**src/sv/lwts_pkg.sv**
```systemverilog
`timescale 1ns / 1ps
`default_nettype none
// ----------------------------------------------------------------------------
// lwts_pkg: shared types for the longest-wait task scheduler
// Request and status codes, controller states, and the command and status
// structs that join the controller to the datapath.
// ----------------------------------------------------------------------------
package lwts_pkg;

  localparam int DEF_TASK_SLOTS = 16;
  localparam int DEF_TIME_BITS  = 32;
  localparam int SLOT_FIELD_W   = 4;
  localparam int REQ_W          = 3;
  localparam int STATUS_W       = 2;
  localparam logic [7:0] BLOCK_MAX = 8'hFF;

  typedef enum logic [REQ_W-1:0] {
    REQ_TICK      = 3'd0,
    REQ_CREATE    = 3'd1,
    REQ_DELETE    = 3'd2,
    REQ_SET_READY = 3'd3,
    REQ_YIELD     = 3'd4,
    REQ_BLOCK     = 3'd5,
    REQ_UNBLOCK   = 3'd6
  } req_t;

  typedef enum logic [STATUS_W-1:0] {
    RS_OK        = 2'd0,
    RS_BAD_SLOT  = 2'd1,
    RS_NO_SWITCH = 2'd2,
    RS_BLOCKED   = 2'd3
  } status_t;

  typedef enum logic [3:0] {
    S_IDLE,
    S_EXEC,
    S_CRT_LINK,
    S_CRT_HEAD,
    S_UNL_WR,
    S_WALK,
    S_WALK_END,
    S_SELECT,
    S_STAMP,
    S_FINISH
  } state_t;

  // ring_next read source
  typedef enum logic [1:0] {NRD_NONE, NRD_KERNEL, NRD_CUR, NRD_FOLLOW} nrd_t;
  // unlink target, also issues the ring reads for it
  typedef enum logic [1:0] {UNL_NONE, UNL_SLOT, UNL_CUR} unl_t;
  typedef enum logic [1:0] {RW_NONE, RW_CRT_LINK, RW_CRT_HEAD, RW_UNLINK} ring_wr_t;
  typedef enum logic [1:0] {SW_NONE, SW_KERNEL, SW_SLOT, SW_BEST} stamp_wr_t;
  typedef enum logic [2:0] {FL_NONE, FL_CREATE, FL_SET_READY, FL_PEND, FL_FREE} flag_op_t;
  typedef enum logic [1:0] {CN_NONE, CN_TICK, CN_BLOCK, CN_UNBLOCK} cnt_op_t;
  typedef enum logic [1:0] {CUR_NONE, CUR_KERNEL, CUR_BEST} cur_op_t;

  typedef struct packed {
    logic      take;
    nrd_t      nrd;
    unl_t      unl;
    ring_wr_t  ring_wr;
    stamp_wr_t stamp_wr;
    flag_op_t  flag_op;
    cnt_op_t   cnt_op;
    cur_op_t   cur_op;
    logic      walk_init;
    logic      walk_cmp;
    logic      status_wr;
    status_t   status;
    logic      sw_set;
    logic      out_load;
  } dp_cmd_t;

  typedef struct packed {
    logic in_valid;
    req_t req;
    logic create_ok;
    logic delete_ok;
    logic del_is_cur;
    logic set_ready_ok;
    logic blocked;
    logic cur_valid;
    logic kernel_ready;
    logic walk_hit;
    logic best_is_cur;
    logic cur_pend;
    logic out_free;
  } dp_stat_t;

endpackage
`default_nettype wire

```
**src/sv/lwts_in_if.sv**
```systemverilog
`timescale 1ns / 1ps
`default_nettype none
// ----------------------------------------------------------------------------
// lwts_in_if: request channel
// Valid/ready channel that carries one scheduler request word.
// ----------------------------------------------------------------------------
interface lwts_in_if import lwts_pkg::*; ();
  logic                    valid;
  logic                    ready;
  logic [REQ_W-1:0]        req_type;
  logic [SLOT_FIELD_W-1:0] task_slot;
  logic                    ready_value;

  modport source (output valid, req_type, task_slot, ready_value, input ready);
  modport sink   (input valid, req_type, task_slot, ready_value, output ready);
endinterface
`default_nettype wire

```
**src/sv/lwts_out_if.sv**
```systemverilog
`timescale 1ns / 1ps
`default_nettype none
// ----------------------------------------------------------------------------
// lwts_out_if: result channel
// Valid/ready channel that carries one scheduler result word.
// ----------------------------------------------------------------------------
interface lwts_out_if import lwts_pkg::*; ();
  logic                    valid;
  logic                    ready;
  logic                    switched;
  logic [SLOT_FIELD_W-1:0] selected_slot;
  logic [STATUS_W-1:0]     status;
  logic                    ready_out;

  modport source (output valid, switched, selected_slot, status, ready_out, input ready);
  modport sink   (input valid, switched, selected_slot, status, ready_out, output ready);
endinterface
`default_nettype wire

```
**src/sv/lwts_ctrl.sv**
```systemverilog
`timescale 1ns / 1ps
`default_nettype none
// ----------------------------------------------------------------------------
// lwts_ctrl: scheduler sequencer
// Steps each request through its datapath operations and the ring walk.
// ----------------------------------------------------------------------------
module lwts_ctrl import lwts_pkg::*; (
  input  logic     clk,
  input  logic     rst_n,
  input  dp_stat_t stat,
  output dp_cmd_t  cmd
);

  state_t state_r, state_nxt;

  always_ff @(posedge clk) begin
    if (!rst_n) begin
      state_r <= S_IDLE;
    end else begin
      state_r <= state_nxt;
    end
  end

  always_comb begin
    state_nxt = state_r;
    case (state_r)
      S_IDLE: begin
        if (stat.in_valid) state_nxt = S_EXEC;
      end
      S_EXEC: begin
        case (stat.req)
          REQ_CREATE: state_nxt = stat.create_ok ? S_CRT_LINK : S_FINISH;
          REQ_DELETE: state_nxt = (stat.delete_ok && !stat.del_is_cur) ? S_UNL_WR : S_FINISH;
          REQ_YIELD:  state_nxt = (!stat.blocked && stat.cur_valid) ? S_WALK : S_FINISH;
          default:    state_nxt = S_FINISH;
        endcase
      end
      S_CRT_LINK: state_nxt = S_CRT_HEAD;
      S_CRT_HEAD: state_nxt = S_FINISH;
      S_UNL_WR:   state_nxt = (stat.req == REQ_YIELD) ? S_STAMP : S_FINISH;
      S_WALK: begin
        if (stat.walk_hit) state_nxt = S_WALK_END;
      end
      S_WALK_END: state_nxt = S_SELECT;
      S_SELECT: begin
        if (stat.best_is_cur)   state_nxt = S_FINISH;
        else if (stat.cur_pend) state_nxt = S_UNL_WR;
        else                    state_nxt = S_STAMP;
      end
      S_STAMP: state_nxt = S_FINISH;
      S_FINISH: begin
        if (stat.out_free) state_nxt = S_IDLE;
      end
      default: state_nxt = S_IDLE;
    endcase
  end

  always_comb begin
    cmd = '0;
    case (state_r)
      S_IDLE: cmd.take = 1'b1;
      S_EXEC: begin
        case (stat.req)
          REQ_TICK:    cmd.cnt_op = CN_TICK;
          REQ_BLOCK:   cmd.cnt_op = CN_BLOCK;
          REQ_UNBLOCK: cmd.cnt_op = CN_UNBLOCK;
          REQ_CREATE: begin
            if (stat.create_ok) begin
              cmd.nrd = NRD_KERNEL;
            end else begin
              cmd.status_wr = 1'b1;
              cmd.status    = RS_BAD_SLOT;
            end
          end
          REQ_DELETE: begin
            if (!stat.delete_ok) begin
              cmd.status_wr = 1'b1;
              cmd.status    = RS_BAD_SLOT;
            end else if (stat.del_is_cur) begin
              cmd.flag_op = FL_PEND;
            end else begin
              cmd.unl = UNL_SLOT;
            end
          end
          REQ_SET_READY: begin
            if (stat.set_ready_ok) begin
              cmd.flag_op = FL_SET_READY;
            end else begin
              cmd.status_wr = 1'b1;
              cmd.status    = RS_BAD_SLOT;
            end
          end
          REQ_YIELD: begin
            if (stat.blocked) begin
              cmd.status_wr = 1'b1;
              cmd.status    = RS_BLOCKED;
            end else if (!stat.cur_valid) begin
              if (stat.kernel_ready) begin
                cmd.stamp_wr = SW_KERNEL;
                cmd.cur_op   = CUR_KERNEL;
                cmd.sw_set   = 1'b1;
              end else begin
                cmd.status_wr = 1'b1;
                cmd.status    = RS_NO_SWITCH;
              end
            end else begin
              cmd.nrd       = NRD_CUR;
              cmd.walk_init = 1'b1;
            end
          end
          default: cmd.take = 1'b0;
        endcase
      end
      S_CRT_LINK: begin
        cmd.ring_wr  = RW_CRT_LINK;
        cmd.stamp_wr = SW_SLOT;
        cmd.flag_op  = FL_CREATE;
      end
      S_CRT_HEAD: cmd.ring_wr = RW_CRT_HEAD;
      S_UNL_WR: begin
        cmd.ring_wr = RW_UNLINK;
        cmd.flag_op = FL_FREE;
      end
      S_WALK: begin
        cmd.walk_cmp = 1'b1;
        if (!stat.walk_hit) cmd.nrd = NRD_FOLLOW;
      end
      S_WALK_END: cmd.walk_cmp = 1'b1;
      S_SELECT: begin
        if (stat.best_is_cur) begin
          cmd.status_wr = 1'b1;
          cmd.status    = RS_NO_SWITCH;
        end else if (stat.cur_pend) begin
          cmd.unl = UNL_CUR;
        end
      end
      S_STAMP: begin
        cmd.stamp_wr = SW_BEST;
        cmd.cur_op   = CUR_BEST;
        cmd.sw_set   = 1'b1;
      end
      S_FINISH: cmd.out_load = stat.out_free;
      default: cmd.take = 1'b0;
    endcase
  end

endmodule
`default_nettype wire

```
**src/sv/lwts_dp.sv**
```systemverilog
`timescale 1ns / 1ps
`default_nettype none
// ----------------------------------------------------------------------------
// lwts_dp: scheduler datapath
// Slot flags, ring link and stamp memories, time and block counters,
// ring walk compare and the result register.
// ----------------------------------------------------------------------------
module lwts_dp import lwts_pkg::*; #(
  parameter int TASK_SLOTS = DEF_TASK_SLOTS,
  parameter int TIME_BITS  = DEF_TIME_BITS
) (
  input  logic          clk,
  input  logic          rst_n,
  lwts_in_if.sink       in_ch,
  lwts_out_if.source    out_ch,
  input  dp_cmd_t       cmd,
  output dp_stat_t      stat
);

  localparam int SLOT_W = $clog2(TASK_SLOTS);
  localparam logic [TASK_SLOTS-1:0] VALID_RST = TASK_SLOTS'(1);

  typedef logic [SLOT_W-1:0]    slot_t;
  typedef logic [TIME_BITS-1:0] stamp_t;

  // latched request
  req_t                    req_r;
  logic [SLOT_FIELD_W-1:0] slot_r;
  logic                    rv_r;
  logic                    in_range_r;
  slot_t                   idx;

  // slot flags and scalar state
  logic [TASK_SLOTS-1:0] valid_r, ready_r, pend_r;
  stamp_t                time_r;
  slot_t                 cur_r;
  logic                  cur_valid_r;
  logic [7:0]            block_r;

  // memories; entries never written read as a self link or a zero stamp
  slot_t  next_mem  [TASK_SLOTS];
  slot_t  prev_mem  [TASK_SLOTS];
  stamp_t stamp_mem [TASK_SLOTS];
  logic [TASK_SLOTS-1:0] next_init_r, prev_init_r, stamp_init_r;

  slot_t  next_rd_r, next_ra_r, prev_rd_r, prev_ra_r;
  logic   next_ok_r, prev_ok_r, stamp_ok_r;
  stamp_t stamp_rd_r;
  slot_t  next_eff, prev_eff;
  stamp_t stamp_eff;

  logic   next_we, prev_we, next_re, prev_re, stamp_we, stamp_re;
  slot_t  next_wa, next_wd, prev_wa, prev_wd, next_ra, prev_ra, stamp_wa, stamp_ra;
  slot_t  unl_addr, unl_r;

  // walk
  slot_t   walk_r, best_r;
  stamp_t  best_wait_r, wait_val;
  logic    have_r;

  // result
  status_t status_r;
  logic    sw_r;
  logic    out_valid_r;
  logic    out_sw_r;
  logic [SLOT_FIELD_W-1:0] out_sel_r;
  status_t out_status_r;
  logic    out_rdy_r;

  assign idx       = SLOT_W'(slot_r);
  assign next_eff  = next_ok_r ? next_rd_r : next_ra_r;
  assign prev_eff  = prev_ok_r ? prev_rd_r : prev_ra_r;
  assign stamp_eff = stamp_ok_r ? stamp_rd_r : '0;
  assign wait_val  = time_r - stamp_eff;
  assign unl_addr  = (cmd.unl == UNL_CUR) ? cur_r : idx;

  // take the request word
  assign in_ch.ready = cmd.take;

  always_ff @(posedge clk) begin
    if (cmd.take && in_ch.valid) begin
      req_r      <= req_t'(in_ch.req_type);
      slot_r     <= in_ch.task_slot;
      rv_r       <= in_ch.ready_value;
      in_range_r <= (32'(in_ch.task_slot) < 32'(TASK_SLOTS));
    end
  end

  // ring write and read port selection
  always_comb begin
    next_we = 1'b0;
    next_wa = idx;
    next_wd = next_eff;
    prev_we = 1'b0;
    prev_wa = idx;
    prev_wd = '0;
    case (cmd.ring_wr)
      RW_CRT_LINK: begin
        next_we = 1'b1;
        prev_we = 1'b1;
      end
      RW_CRT_HEAD: begin
        next_we = 1'b1;
        next_wa = '0;
        next_wd = idx;
        prev_we = 1'b1;
        prev_wa = next_eff;
        prev_wd = idx;
      end
      RW_UNLINK: begin
        next_we = 1'b1;
        next_wa = prev_eff;
        next_wd = next_eff;
        prev_we = 1'b1;
        prev_wa = next_eff;
        prev_wd = prev_eff;
      end
      default: next_we = 1'b0;
    endcase
  end

  always_comb begin
    next_re = 1'b1;
    next_ra = unl_addr;
    if (cmd.unl == UNL_NONE) begin
      case (cmd.nrd)
        NRD_KERNEL: next_ra = '0;
        NRD_CUR:    next_ra = cur_r;
        NRD_FOLLOW: next_ra = next_eff;
        default:    next_re = 1'b0;
      endcase
    end
  end

  assign prev_re  = (cmd.unl != UNL_NONE);
  assign prev_ra  = unl_addr;
  assign stamp_re = (cmd.nrd == NRD_FOLLOW);
  assign stamp_ra = next_eff;

  always_comb begin
    stamp_we = 1'b1;
    stamp_wa = idx;
    case (cmd.stamp_wr)
      SW_KERNEL: stamp_wa = '0;
      SW_SLOT:   stamp_wa = idx;
      SW_BEST:   stamp_wa = best_r;
      default:   stamp_we = 1'b0;
    endcase
  end

  always_ff @(posedge clk) begin
    if (next_we) next_mem[next_wa] <= next_wd;
    if (next_re) begin
      next_rd_r <= next_mem[next_ra];
      next_ok_r <= next_init_r[next_ra];
      next_ra_r <= next_ra;
    end
  end

  always_ff @(posedge clk) begin
    if (prev_we) prev_mem[prev_wa] <= prev_wd;
    if (prev_re) begin
      prev_rd_r <= prev_mem[prev_ra];
      prev_ok_r <= prev_init_r[prev_ra];
      prev_ra_r <= prev_ra;
    end
  end

  always_ff @(posedge clk) begin
    if (stamp_we) stamp_mem[stamp_wa] <= time_r;
    if (stamp_re) begin
      stamp_rd_r <= stamp_mem[stamp_ra];
      stamp_ok_r <= stamp_init_r[stamp_ra];
    end
  end

  always_ff @(posedge clk) begin
    if (!rst_n) begin
      next_init_r  <= '0;
      prev_init_r  <= '0;
      stamp_init_r <= '0;
    end else begin
      if (next_we)  next_init_r[next_wa]   <= 1'b1;
      if (prev_we)  prev_init_r[prev_wa]   <= 1'b1;
      if (stamp_we) stamp_init_r[stamp_wa] <= 1'b1;
    end
  end

  // flags, counters and current task
  always_ff @(posedge clk) begin
    if (!rst_n) begin
      valid_r     <= VALID_RST;
      ready_r     <= '0;
      pend_r      <= '0;
      time_r      <= '0;
      cur_r       <= '0;
      cur_valid_r <= 1'b0;
      block_r     <= '0;
    end else begin
      case (cmd.flag_op)
        FL_CREATE: begin
          valid_r[idx] <= 1'b1;
          ready_r[idx] <= rv_r;
          pend_r[idx]  <= 1'b0;
        end
        FL_SET_READY: ready_r[idx] <= rv_r;
        FL_PEND:      pend_r[idx]  <= 1'b1;
        FL_FREE: begin
          valid_r[unl_r] <= 1'b0;
          ready_r[unl_r] <= 1'b0;
          pend_r[unl_r]  <= 1'b0;
        end
        default: pend_r <= pend_r;
      endcase
      case (cmd.cnt_op)
        CN_TICK:    time_r <= time_r + TIME_BITS'(1);
        CN_BLOCK:   if (block_r != BLOCK_MAX) block_r <= block_r + 8'd1;
        CN_UNBLOCK: if (block_r != 8'd0) block_r <= block_r - 8'd1;
        default:    block_r <= block_r;
      endcase
      case (cmd.cur_op)
        CUR_KERNEL: begin
          cur_r       <= '0;
          cur_valid_r <= 1'b1;
        end
        CUR_BEST: begin
          cur_r       <= best_r;
          cur_valid_r <= 1'b1;
        end
        default: cur_valid_r <= cur_valid_r;
      endcase
    end
  end

  always_ff @(posedge clk) begin
    if (cmd.unl != UNL_NONE) unl_r <= unl_addr;
  end

  // ring walk: one slot a cycle, compare works on the registered link read
  always_ff @(posedge clk) begin
    if (cmd.walk_init) begin
      best_r      <= cur_r;
      best_wait_r <= '0;
      have_r      <= 1'b0;
    end else if (cmd.walk_cmp) begin
      if (have_r && ready_r[walk_r] && (wait_val > best_wait_r)) begin
        best_r      <= walk_r;
        best_wait_r <= wait_val;
      end
      have_r <= (cmd.nrd == NRD_FOLLOW);
    end
    if (cmd.nrd == NRD_FOLLOW) walk_r <= next_eff;
  end

  always_ff @(posedge clk) begin
    if (cmd.take && in_ch.valid) begin
      status_r <= RS_OK;
      sw_r     <= 1'b0;
    end else begin
      if (cmd.status_wr) status_r <= cmd.status;
      if (cmd.sw_set)    sw_r     <= 1'b1;
    end
  end

  // result register; hold until taken
  always_ff @(posedge clk) begin
    if (!rst_n) begin
      out_valid_r <= 1'b0;
    end else if (cmd.out_load) begin
      out_valid_r <= 1'b1;
    end else if (out_ch.ready) begin
      out_valid_r <= 1'b0;
    end
  end

  always_ff @(posedge clk) begin
    if (cmd.out_load) begin
      out_sw_r     <= sw_r;
      out_sel_r    <= cur_valid_r ? SLOT_FIELD_W'(cur_r) : '0;
      out_status_r <= status_r;
      out_rdy_r    <= in_range_r && ready_r[idx];
    end
  end

  assign out_ch.valid         = out_valid_r;
  assign out_ch.switched      = out_sw_r;
  assign out_ch.selected_slot = out_sel_r;
  assign out_ch.status        = out_status_r;
  assign out_ch.ready_out     = out_rdy_r;

  // status toward the controller
  always_comb begin
    stat              = '0;
    stat.in_valid     = in_ch.valid;
    stat.req          = req_r;
    stat.create_ok    = in_range_r && (idx != '0) && !valid_r[idx];
    stat.delete_ok    = in_range_r && (idx != '0) && valid_r[idx];
    stat.del_is_cur   = cur_valid_r && (cur_r == idx);
    stat.set_ready_ok = in_range_r && valid_r[idx];
    stat.blocked      = (block_r != 8'd0);
    stat.cur_valid    = cur_valid_r;
    stat.kernel_ready = ready_r[0];
    stat.walk_hit     = (next_eff == cur_r);
    stat.best_is_cur  = (best_r == cur_r);
    stat.cur_pend     = pend_r[cur_r];
    stat.out_free     = !out_valid_r || out_ch.ready;
  end

endmodule
`default_nettype wire

```
**src/sv/longest_wait_task_scheduler.sv**
```systemverilog
`timescale 1ns / 1ps
`default_nettype none
// ----------------------------------------------------------------------------
// longest_wait_task_scheduler: longest-waiting-first task scheduler
// Ring of task slots with the kernel task in slot 0. Yield picks the ready
// task with the oldest switch stamp; create, delete, ready, block, unblock and tick
// requests maintain the ring and counters.
// ----------------------------------------------------------------------------
//
//  Channel   Dir   Handshake     Word
//  in_ch     in    valid/ready   req_type[2:0] task_slot[3:0] ready_value
//  out_ch    out   valid/ready   switched selected_slot[3:0] status[1:0] ready_out
//
//  One request at a time, one result word per request. A yield walks the
//  ring one link a cycle. A stall on out_ch holds the block in its finish
//  step; the next request is taken while the last result word waits.
//  Synchronous reset, no clearing pass.
//
module longest_wait_task_scheduler import lwts_pkg::*; #(
  parameter int TASK_SLOTS = DEF_TASK_SLOTS,
  parameter int TIME_BITS  = DEF_TIME_BITS
) (
  input  logic       clk,
  input  logic       rst_n,
  lwts_in_if.sink    in_ch,
  lwts_out_if.source out_ch
);

  // command and status between sequencer and datapath
  dp_cmd_t  cmd;
  dp_stat_t stat;

  // sequence each request: decode, ring updates, walk, stamp, deliver
  lwts_ctrl u_ctrl (
    .clk   (clk),
    .rst_n (rst_n),
    .stat  (stat),
    .cmd   (cmd)
  );

  // hold slot state, memories and the result word
  lwts_dp #(
    .TASK_SLOTS (TASK_SLOTS),
    .TIME_BITS  (TIME_BITS)
  ) u_dp (
    .clk    (clk),
    .rst_n  (rst_n),
    .in_ch  (in_ch),
    .out_ch (out_ch),
    .cmd    (cmd),
    .stat   (stat)
  );

endmodule
`default_nettype wire

```
**src/flat_wrapper.sv**
```systemverilog
// flat-port wrapper written by rule: the top's interface ports become plain ports
module longest_wait_task_scheduler_flat import lwts_pkg::*;
#(
  parameter int TASK_SLOTS = DEF_TASK_SLOTS,
  parameter int TIME_BITS  = DEF_TIME_BITS
)
  (clk, rst_n, in_ch_valid, in_ch_req_type, in_ch_task_slot, in_ch_ready_value, in_ch_ready, out_ch_valid, out_ch_switched, out_ch_selected_slot, out_ch_status, out_ch_ready_out, out_ch_ready);
  lwts_in_if in_ch_i ();
  lwts_out_if out_ch_i ();
  input  logic clk;
  input  logic rst_n;
  input wire logic [$bits(in_ch_i.valid)-1:0] in_ch_valid;
  input wire logic [$bits(in_ch_i.req_type)-1:0] in_ch_req_type;
  input wire logic [$bits(in_ch_i.task_slot)-1:0] in_ch_task_slot;
  input wire logic [$bits(in_ch_i.ready_value)-1:0] in_ch_ready_value;
  output wire logic [$bits(in_ch_i.ready)-1:0] in_ch_ready;
  output wire logic [$bits(out_ch_i.valid)-1:0] out_ch_valid;
  output wire logic [$bits(out_ch_i.switched)-1:0] out_ch_switched;
  output wire logic [$bits(out_ch_i.selected_slot)-1:0] out_ch_selected_slot;
  output wire logic [$bits(out_ch_i.status)-1:0] out_ch_status;
  output wire logic [$bits(out_ch_i.ready_out)-1:0] out_ch_ready_out;
  input wire logic [$bits(out_ch_i.ready)-1:0] out_ch_ready;
  assign in_ch_i.valid = in_ch_valid;
  assign in_ch_i.req_type = in_ch_req_type;
  assign in_ch_i.task_slot = in_ch_task_slot;
  assign in_ch_i.ready_value = in_ch_ready_value;
  assign in_ch_ready = in_ch_i.ready;
  assign out_ch_valid = out_ch_i.valid;
  assign out_ch_switched = out_ch_i.switched;
  assign out_ch_selected_slot = out_ch_i.selected_slot;
  assign out_ch_status = out_ch_i.status;
  assign out_ch_ready_out = out_ch_i.ready_out;
  assign out_ch_i.ready = out_ch_ready;
  longest_wait_task_scheduler #(.TASK_SLOTS(TASK_SLOTS), .TIME_BITS(TIME_BITS)) u_core (.clk(clk), .rst_n(rst_n), .in_ch(in_ch_i), .out_ch(out_ch_i));
endmodule
```
**config.mk**
```make
export PLATFORM = sky130hd
export DESIGN_NAME = longest_wait_task_scheduler_flat
export DESIGN_NICKNAME = d
export VERILOG_FILES = /design/src/sv/lwts_pkg.sv /design/src/sv/lwts_in_if.sv /design/src/sv/lwts_out_if.sv /design/src/sv/lwts_ctrl.sv /design/src/sv/lwts_dp.sv /design/src/sv/longest_wait_task_scheduler.sv /design/src/flat_wrapper.sv
export SDC_FILE = /design/constraint.sdc
export NUM_CORES = 2
export LEC_CHECK = 0
export ABC_AREA = 1
export ABC_CLOCK_PERIOD_IN_PS = 5300
export CAP_MARGIN = 40
export CELL_PAD_IN_SITES_DETAIL_PLACEMENT = 0
export CELL_PAD_IN_SITES_GLOBAL_PLACEMENT = 1
export CORE_AREA = 2 2 282 284
export DETAILED_ROUTE_END_ITERATION = 10
export DIE_AREA = 0 0 284 286
export DONT_BUFFER_PORTS = 1
export PLACE_DENSITY_LB_ADDON = 0.1
export SYNTH_ARGS = -nofsm -noshare
export SYNTH_HDL_FRONTEND = slang
export SYNTH_SLANG_ARGS = --single-unit
export TNS_END_PERCENT = 50
```
**constraint.sdc**
```tcl
create_clock -name clk -period 5.3 [get_ports clk]
set_input_delay 1.06 -clock clk [delete_from_list [all_inputs] [get_ports clk]]
set_output_delay 1.06 -clock clk [all_outputs]
set_load 0.01 [all_outputs]
```
## Word level (Yosys, flattened, before mapping)

Memories as Yosys holds them, arrays and structs flattened. A register that Yosys moved wholly into a read port is not among the register bits.
Cells that the tools add are included.

- Add/sub/neg operators: 4
- $mul: 0
- Div/mod/pow operators: 0
- $lt $le $gt $ge: 16
- Eq/ne operators: 43
- Shift-type cells: 0
- Multiplexer cells: 113
- Bitwise gates (word level): 11
- Reduce and logical (&&, ||, !) cells: 44

Operator list:

| kind | number |
|---|---|
| 16-bit bitwise OR | 5 |
| 4-bit 2-to-1 mux | 18 |
| 16-bit AND | 4 |
| 16-bit case mux with 2 select lines | 2 |
| 4-bit by 5-bit < comparator with 1-bit output (second input constant) | 10 |
| 16-bit case mux with 3 select lines | 1 |
| 1-bit 2-to-1 mux | 37 |
| 4-bit case mux with 9 select lines | 1 |
| 32-bit by 1-bit adder with 32-bit output (second input constant) | 1 |
| 32-bit > comparator | 1 |
| 32-bit 2-to-1 mux | 1 |
| 16-bit NOT | 2 |
| 4-bit case mux with 2 select lines | 4 |
| 32-bit subtractor | 1 |
| 1-bit binary-select mux with 4-bit select | 7 |
| 2-bit 2-to-1 mux | 13 |
| 4-bit case mux with 3 select lines | 2 |
| 1-bit demux with 4-bit select | 5 |
| 2-bit == test (second input constant) | 10 |
| 4-bit by 1-bit greater-or-equal comparator with 1-bit output (second input constant) | 5 |
| 3-bit 2-to-1 mux | 6 |
| 2-bit case mux with 3 select lines | 3 |
| 16-bit bitwise mux | 1 |
| 4-bit by 3-bit == test with 1-bit output (second input constant) | 4 |
| 34 further kinds | 87 |

- Flip-flop bits (word level): 217
- Latch bits: 0
- RAM bits: 640
- ROM bits: 0
- Input bits: 12
- Output and inout port bits: 10
- Logic and storage cells: 264
- Memories: 3

Memories:

| memory | depth | bits a word | read ports | clocked after Yosys merged registers in | write ports | RTL line | RTL |
|---|---|---|---|---|---|---|---|
| u_core.u_dp.stamp_mem | 16 | 32 | 1 | 1 | 1 | lwts_dp.sv:43 | `stamp_t stamp_mem [TASK_SLOTS];` |
| u_core.u_dp.next_mem | 16 | 4 | 1 | 1 | 1 | lwts_dp.sv:41 | `slot_t next_mem [TASK_SLOTS];` |
| u_core.u_dp.prev_mem | 16 | 4 | 1 | 1 | 1 | lwts_dp.sv:42 | `slot_t prev_mem [TASK_SLOTS];` |

## Depth between registers and ports, before layout

- Word-level depth: 12
- Mapped depth: 30

## Cells and area by module

A second synthesis with hierarchy kept.

- Cell total of the unflattened synthesis: 4358
- Area, all modules: 41534.8 um2

Modules (own cells, without submodules):

| module | instances | cells each | area an instance (um2) | sequential area each (um2) |
|---|---|---|---|---|
| lwts_dp | 1 | 4234 | 40849.2 | 25034.0 |
| lwts_ctrl | 1 | 124 | 685.7 | 80.1 |

## Least setup slack after synthesis

OpenSTA, ideal clock, no wires.

- Path type: flip-flop to flip-flop
- Start point: register u_core.u_dp.stamp_ok_r
- End point: register u_core.u_dp.best_r[0] (enable)
- Setup time: 0.310 ns
- Arrival: 3.943 ns
- Data required time: 4.990 ns
- Path slack: 1.048 ns
- Stages on the path, launching flop included: 26
- Buffers on the path: 2
- Cell sequence: edfxtp_1 clkbuf_1 nand2_1 inv_1 ha_1 fa_1 nand3b_1 nand2_1 a21boi_0 o21ai_0 a21boi_0 o21ai_0 nand2_1 nand2_1 xor2_1 ha_1 nand2_1 inv_1 nand4_1 nor3_1 nand3_1 nand3b_1 a21oi_1 nand2_1 nand2_1 buf_2

- Cells in the longest elaborated chain, start to end: 6

Ends and longest elaborated chain:

| what | RTL line | RTL |
|---|---|---|
| from (decl) | lwts_dp.sv:47 | `logic next_ok_r, prev_ok_r, stamp_ok_r;` |
| from (signal assigned) | lwts_dp.sv:173 | `stamp_ok_r <= stamp_init_r[stamp_ra];` |
| 32-bit 2-to-1 mux | lwts_dp.sv:73 | `assign stamp_eff = stamp_ok_r ? stamp_rd_r : '0;` |
| 32-bit subtractor | lwts_dp.sv:74 | `assign wait_val = time_r - stamp_eff;` |
| named net u_core.u_dp.wait_val[26] | lwts_dp.sv:58 | `stamp_t best_wait_r, wait_val;` |
| 32-bit > comparator | lwts_dp.sv:246 | `if (have_r && ready_r[walk_r] && (wait_val > best_wait_r)) begin` |
| 1-bit logical AND | lwts_dp.sv:246 |  |
| 2-bit nonzero test (no line) | -- |  |
| 2-bit AND reduction (no line) | -- |  |
| to (signal assigned) | lwts_dp.sv:242 | `best_r <= cur_r;` |
| to (signal assigned) | lwts_dp.sv:247 | `best_r <= walk_r;` |
| to (decl) | lwts_dp.sv:57 | `slot_t walk_r, best_r;` |

The timed path passes the listed nets, and every way through them passes these cells.
A chain may end at the register's enable or synchronous reset.

## Worst setup path in the final report

- Start point: register u_core.u_dp.stamp_ok_r
- End point: register u_core.u_dp.best_wait_r[3]

- Cells in the longest elaborated chain, start to end: 5

Ends and longest elaborated chain:

| what | RTL line | RTL |
|---|---|---|
| 32-bit 2-to-1 mux | lwts_dp.sv:73 |  |
| 32-bit subtractor | lwts_dp.sv:74 |  |
| named net u_core.u_dp.wait_val[12] | lwts_dp.sv:58 |  |
| 32-bit > comparator | lwts_dp.sv:246 |  |
| 1-bit logical AND | lwts_dp.sv:246 |  |
| 2-bit AND reduction (no line) | -- |  |
| to (signal assigned) | lwts_dp.sv:248 | `best_wait_r <= wait_val;` |
| to (decl) | lwts_dp.sv:58 |  |

The timed path passes the listed nets, and every way through them passes these cells.

==> out/qor.csv <==
metric,value,unit
result of the run,completed,
final hold slack,0.450,ns
share of the clock period used by the worst path,93.6,%
final weighted congestion of routability-driven global placement,0.898,
Worst-path clk slew,0.07,ns
combinational family with the most area after synthesis,simple AND/OR/NAND/NOR gates,
RSZ-0062 raised after global routing,true,
width of the die,284,µm
largest net degree at the start of global routing,166,
vias per inst,5.83,
# setup viols final,0,
remaining number of nets flagged by the antenna check after routing,0,
path category of the worst min-delay check,flop to flop,
unique cell type count in the Yosys netlist,62,
DRC violations left,0,
Max Fclk,201,MHz
"area fraction in and, or, nand and nor cells after synthesis",15.1,%
class of the most critical setup path,flop to flop,
vias after detailed routing,28700,
mean instance size in the synthesized netlist,10.5,µm²
TritonCTS clock tree,yes,
category of the worst setup path capture point,flop,
"Data arrival, critical path",5.52,ns
global-route wire length before repair,171000,µm
Peak supply drop,0.330,mV
effective utilization at floorplan,50.5,%
1st-iter DRT viols,2735,
H-tree depth,3,
number of enable flip-flop cells after synthesis,715,
fraction of synthesized cell area taken by the top area cell type,54.2,%
leak pwr,0.0157,µW
Total Die Area,0.0812,mm²
Final Total Pwr,16600,µW
area inside the core boundary,0.0784,mm²
cell taking the most area after synthesis,sky130_fd_sc_hd__edfxtp_1,
DP Wirelength,72600,µm
pin slew with the least headroom to its limit,0.910,ns
sequential share of the synthesized area,63.4,%
most numerous cell in the Yosys netlist,sky130_fd_sc_hd__edfxtp_1,
clock tree sinks,897,
cts bufs inserted,95,
number of buffers on the longest clock path,3,
fillcell total,6824,
vias in the first global route,27900,
number of buffer cells added on primary ports,0,
setup clock skew after layout,0.0422,ns
total wirelength of the detailed-routed design,113000,µm
gate count of the mapped netlist,3786,
post-synthesis to final-layout area growth,12.1,%
max-cap violations,0,
cell at the root of the clock tree,sky130_fd_sc_hd__clkbuf_16,
biggest fanout along the worst timing path,30,
"Top FF cell, synth",sky130_fd_sc_hd__edfxtp_1,
synthesized cell area,0.0396,mm²
total nets after synthesis,3871,
"Hold Violations, Final",0,
xor-xnor portion of the synthesized cell area,1.02,%
cell types occupying the most area after synthesis,"sky130_fd_sc_hd__edfxtp_1 (54%), sky130_fd_sc_hd__dfxtp_1 (9.2%), sky130_fd_sc_hd__nor2_1 (5.1%), sky130_fd_sc_hd__o21ai_0 (5.0%), sky130_fd_sc_hd__nand2_1 (4.9%)",
Post-synth ARST share,0,%
startpoint of the worst register-to-register path,u_core.u_dp.stamp_ok_r,
cell row count,103,
CP startpoint,u_core.u_dp.stamp_ok_r,
total negative slack for setup checks,0,ns
portion of netlist area occupied by mux cells,0.0506,%
total congestion overflow after global routing,0,
power density over the cells,375,mW/mm²
"Setup Fix Bufs, Post-CTS",0,
total of hold buffers inserted after clock tree synthesis,0,
top post-synthesis cells by count,"sky130_fd_sc_hd__edfxtp_1 (715), sky130_fd_sc_hd__nor2_1 (538), sky130_fd_sc_hd__nand2_1 (515), sky130_fd_sc_hd__o21ai_0 (394), sky130_fd_sc_hd__inv_1 (276)",
instance area at placement,0.0412,mm²
Final nets,3874,
CP Data Required Time,5.86,ns
Yosys Warn Count,0,
"Non-Filler Cell Area, Final",0.0444,mm²
final standard cell utilization of the core,56.6,%
initial antenna violation count,1,
"post-synthesis share of cell area spent on full adders, half adders and majority gates",2.35,%
clock latency of the later-clocked register in the worst-skew pair,0.68,ns
start point of the worst min-delay path,u_core.u_dp.sw_r,
first-pass iteration count of the detailed router,5,
critical path startpoint category,flop,
count of pins on the block boundary,22,
fraction of layout cells with a size suffix above 1,9.04,%
Worst slew margin,39.3,%
fraction of the mapped netlist area in compound gates,13.2,%
average wire length per cell after detail routing,23.0,µm
number of flip-flops and latches in the synthesized netlist,897,
number of pins exceeding their max-slew limit in the final report,0,
Final min period,4.96,ns
total routing usage reported by global routing,27.7,%
chip height,286,µm
-- logic make-up after synthesis --
kind of cell	after synthesis
adder cells (fa/ha/maj)	73
XOR/XNOR	46
flip-flops	897
buffers and inverters	485
multiplexers	2
AO/OA/AOI/OAI	881
AND/OR/NAND/NOR	1402
-- metal layers --
layer / up-vias / part of all wire, % / GRT usage, %
met1: 14200 / 41 / 35.7
met2: 901 / 50 / 48.5
met4: 2 / 2.8 / 8.96
li1: 13400 / - / -
met3: 166 / 5.3 / 3.77
met5: - / 0.011 / 0
-- per-stage QoR --
stage	cells	worst slack (ns)
final	4922	0.337
after detailed placement	4742	0.336
after global routing	4921	-0.0194
after floorplan	3786	1.05
after CTS	4921	0.332
after global placement	4730	0.450
-- report_power, final --
part | internal, µW | switching, µW
sequential | 7820 | 133
combinational | 565 | 1370
clock | 3960 | 2810
total | 12300 | 4310
-- critical path: stages (launching register included) --
cell and delay [ns]:
sky130_fd_sc_hd__edfxtp_1 0.41, sky130_fd_sc_hd__buf_4 0.18, sky130_fd_sc_hd__nand2_1 0.08, sky130_fd_sc_hd__inv_1 0.06, sky130_fd_sc_hd__fa_1 0.45, sky130_fd_sc_hd__nand3b_1 0.17, sky130_fd_sc_hd__nand2_1 0.14, sky130_fd_sc_hd__a21boi_0 0.17
sky130_fd_sc_hd__o21ai_0 0.31, sky130_fd_sc_hd__a21boi_0 0.19, sky130_fd_sc_hd__o21ai_0 0.36, sky130_fd_sc_hd__xor2_1 0.16, sky130_fd_sc_hd__ha_1 0.33, sky130_fd_sc_hd__nand4_1 0.09, sky130_fd_sc_hd__inv_1 0.07, sky130_fd_sc_hd__nand2_1 0.06
sky130_fd_sc_hd__nor4_1 0.34, sky130_fd_sc_hd__nand3_1 0.17, sky130_fd_sc_hd__nand3b_1 0.12, sky130_fd_sc_hd__a21oi_1 0.05, sky130_fd_sc_hd__nand2_1 0.18, sky130_fd_sc_hd__nand2_1 0.32, sky130_fd_sc_hd__buf_12 0.28, sky130_fd_sc_hd__o21ai_0 0.17
-- flip-flops by register name, indices dropped and copies added, names as in the netlist, 32 cells and up --
register and cells:
u_core.u_dp.time_r 32, u_core.u_dp.stamp_mem 512, u_core.u_dp.prev_mem 64, u_core.u_dp.stamp_rd_r 32, u_core.u_dp.best_wait_r 32, u_core.u_dp.next_mem 64
-- repair_timing --
item                                   CTS  global route
endpoints found under the hold margin    0             0
setup endpoints to repair                0             3
resized for setup                        0             0
-- cell usage in the layout (no fill, tap or decap), types with 72 or more instances in the layout --
cell	n
sky130_fd_sc_hd__o22ai_1	72
sky130_fd_sc_hd__edfxtp_1	715
sky130_fd_sc_hd__nand3_1	175
sky130_fd_sc_hd__o211ai_1	105
sky130_fd_sc_hd__a21oi_1	170
sky130_fd_sc_hd__dfxtp_1	182
sky130_fd_sc_hd__buf_4	84
sky130_fd_sc_hd__nand2_1	512
sky130_fd_sc_hd__inv_1	269
sky130_fd_sc_hd__clkbuf_16	98
sky130_fd_sc_hd__o21ai_0	390
sky130_fd_sc_hd__nor2_1	526
-- final timing paths --
| kind | to | slack (ns) | cells after the start |
|---|---|---|---|
| setup / recovery | u_core.u_dp.best_wait_r[3] | 0.34 | 23 |
| setup reg to reg | u_core.u_dp.best_wait_r[3] | 0.34 | 23 |
| hold / removal | u_core.u_dp.out_ch.switched | 0.45 | 0 |
| hold reg to reg | u_core.u_dp.out_ch.switched | 0.45 | 0 |
-- area by class of cell --
type	instances	area, µm²	area share (%)
Sequential cell	897	25100	56.6
Tap cell	1050	1310	2.96
Antenna cell	1	2.50	0.00564
Inverter	292	1110	2.49
Timing Repair Buffer	99	938	2.11
Multi-Input combinational cell	2404	12700	28.6
Clock inverter	45	526	1.18
Clock buffer	134	2690	6.05
(Power assumes the default switching activity.)
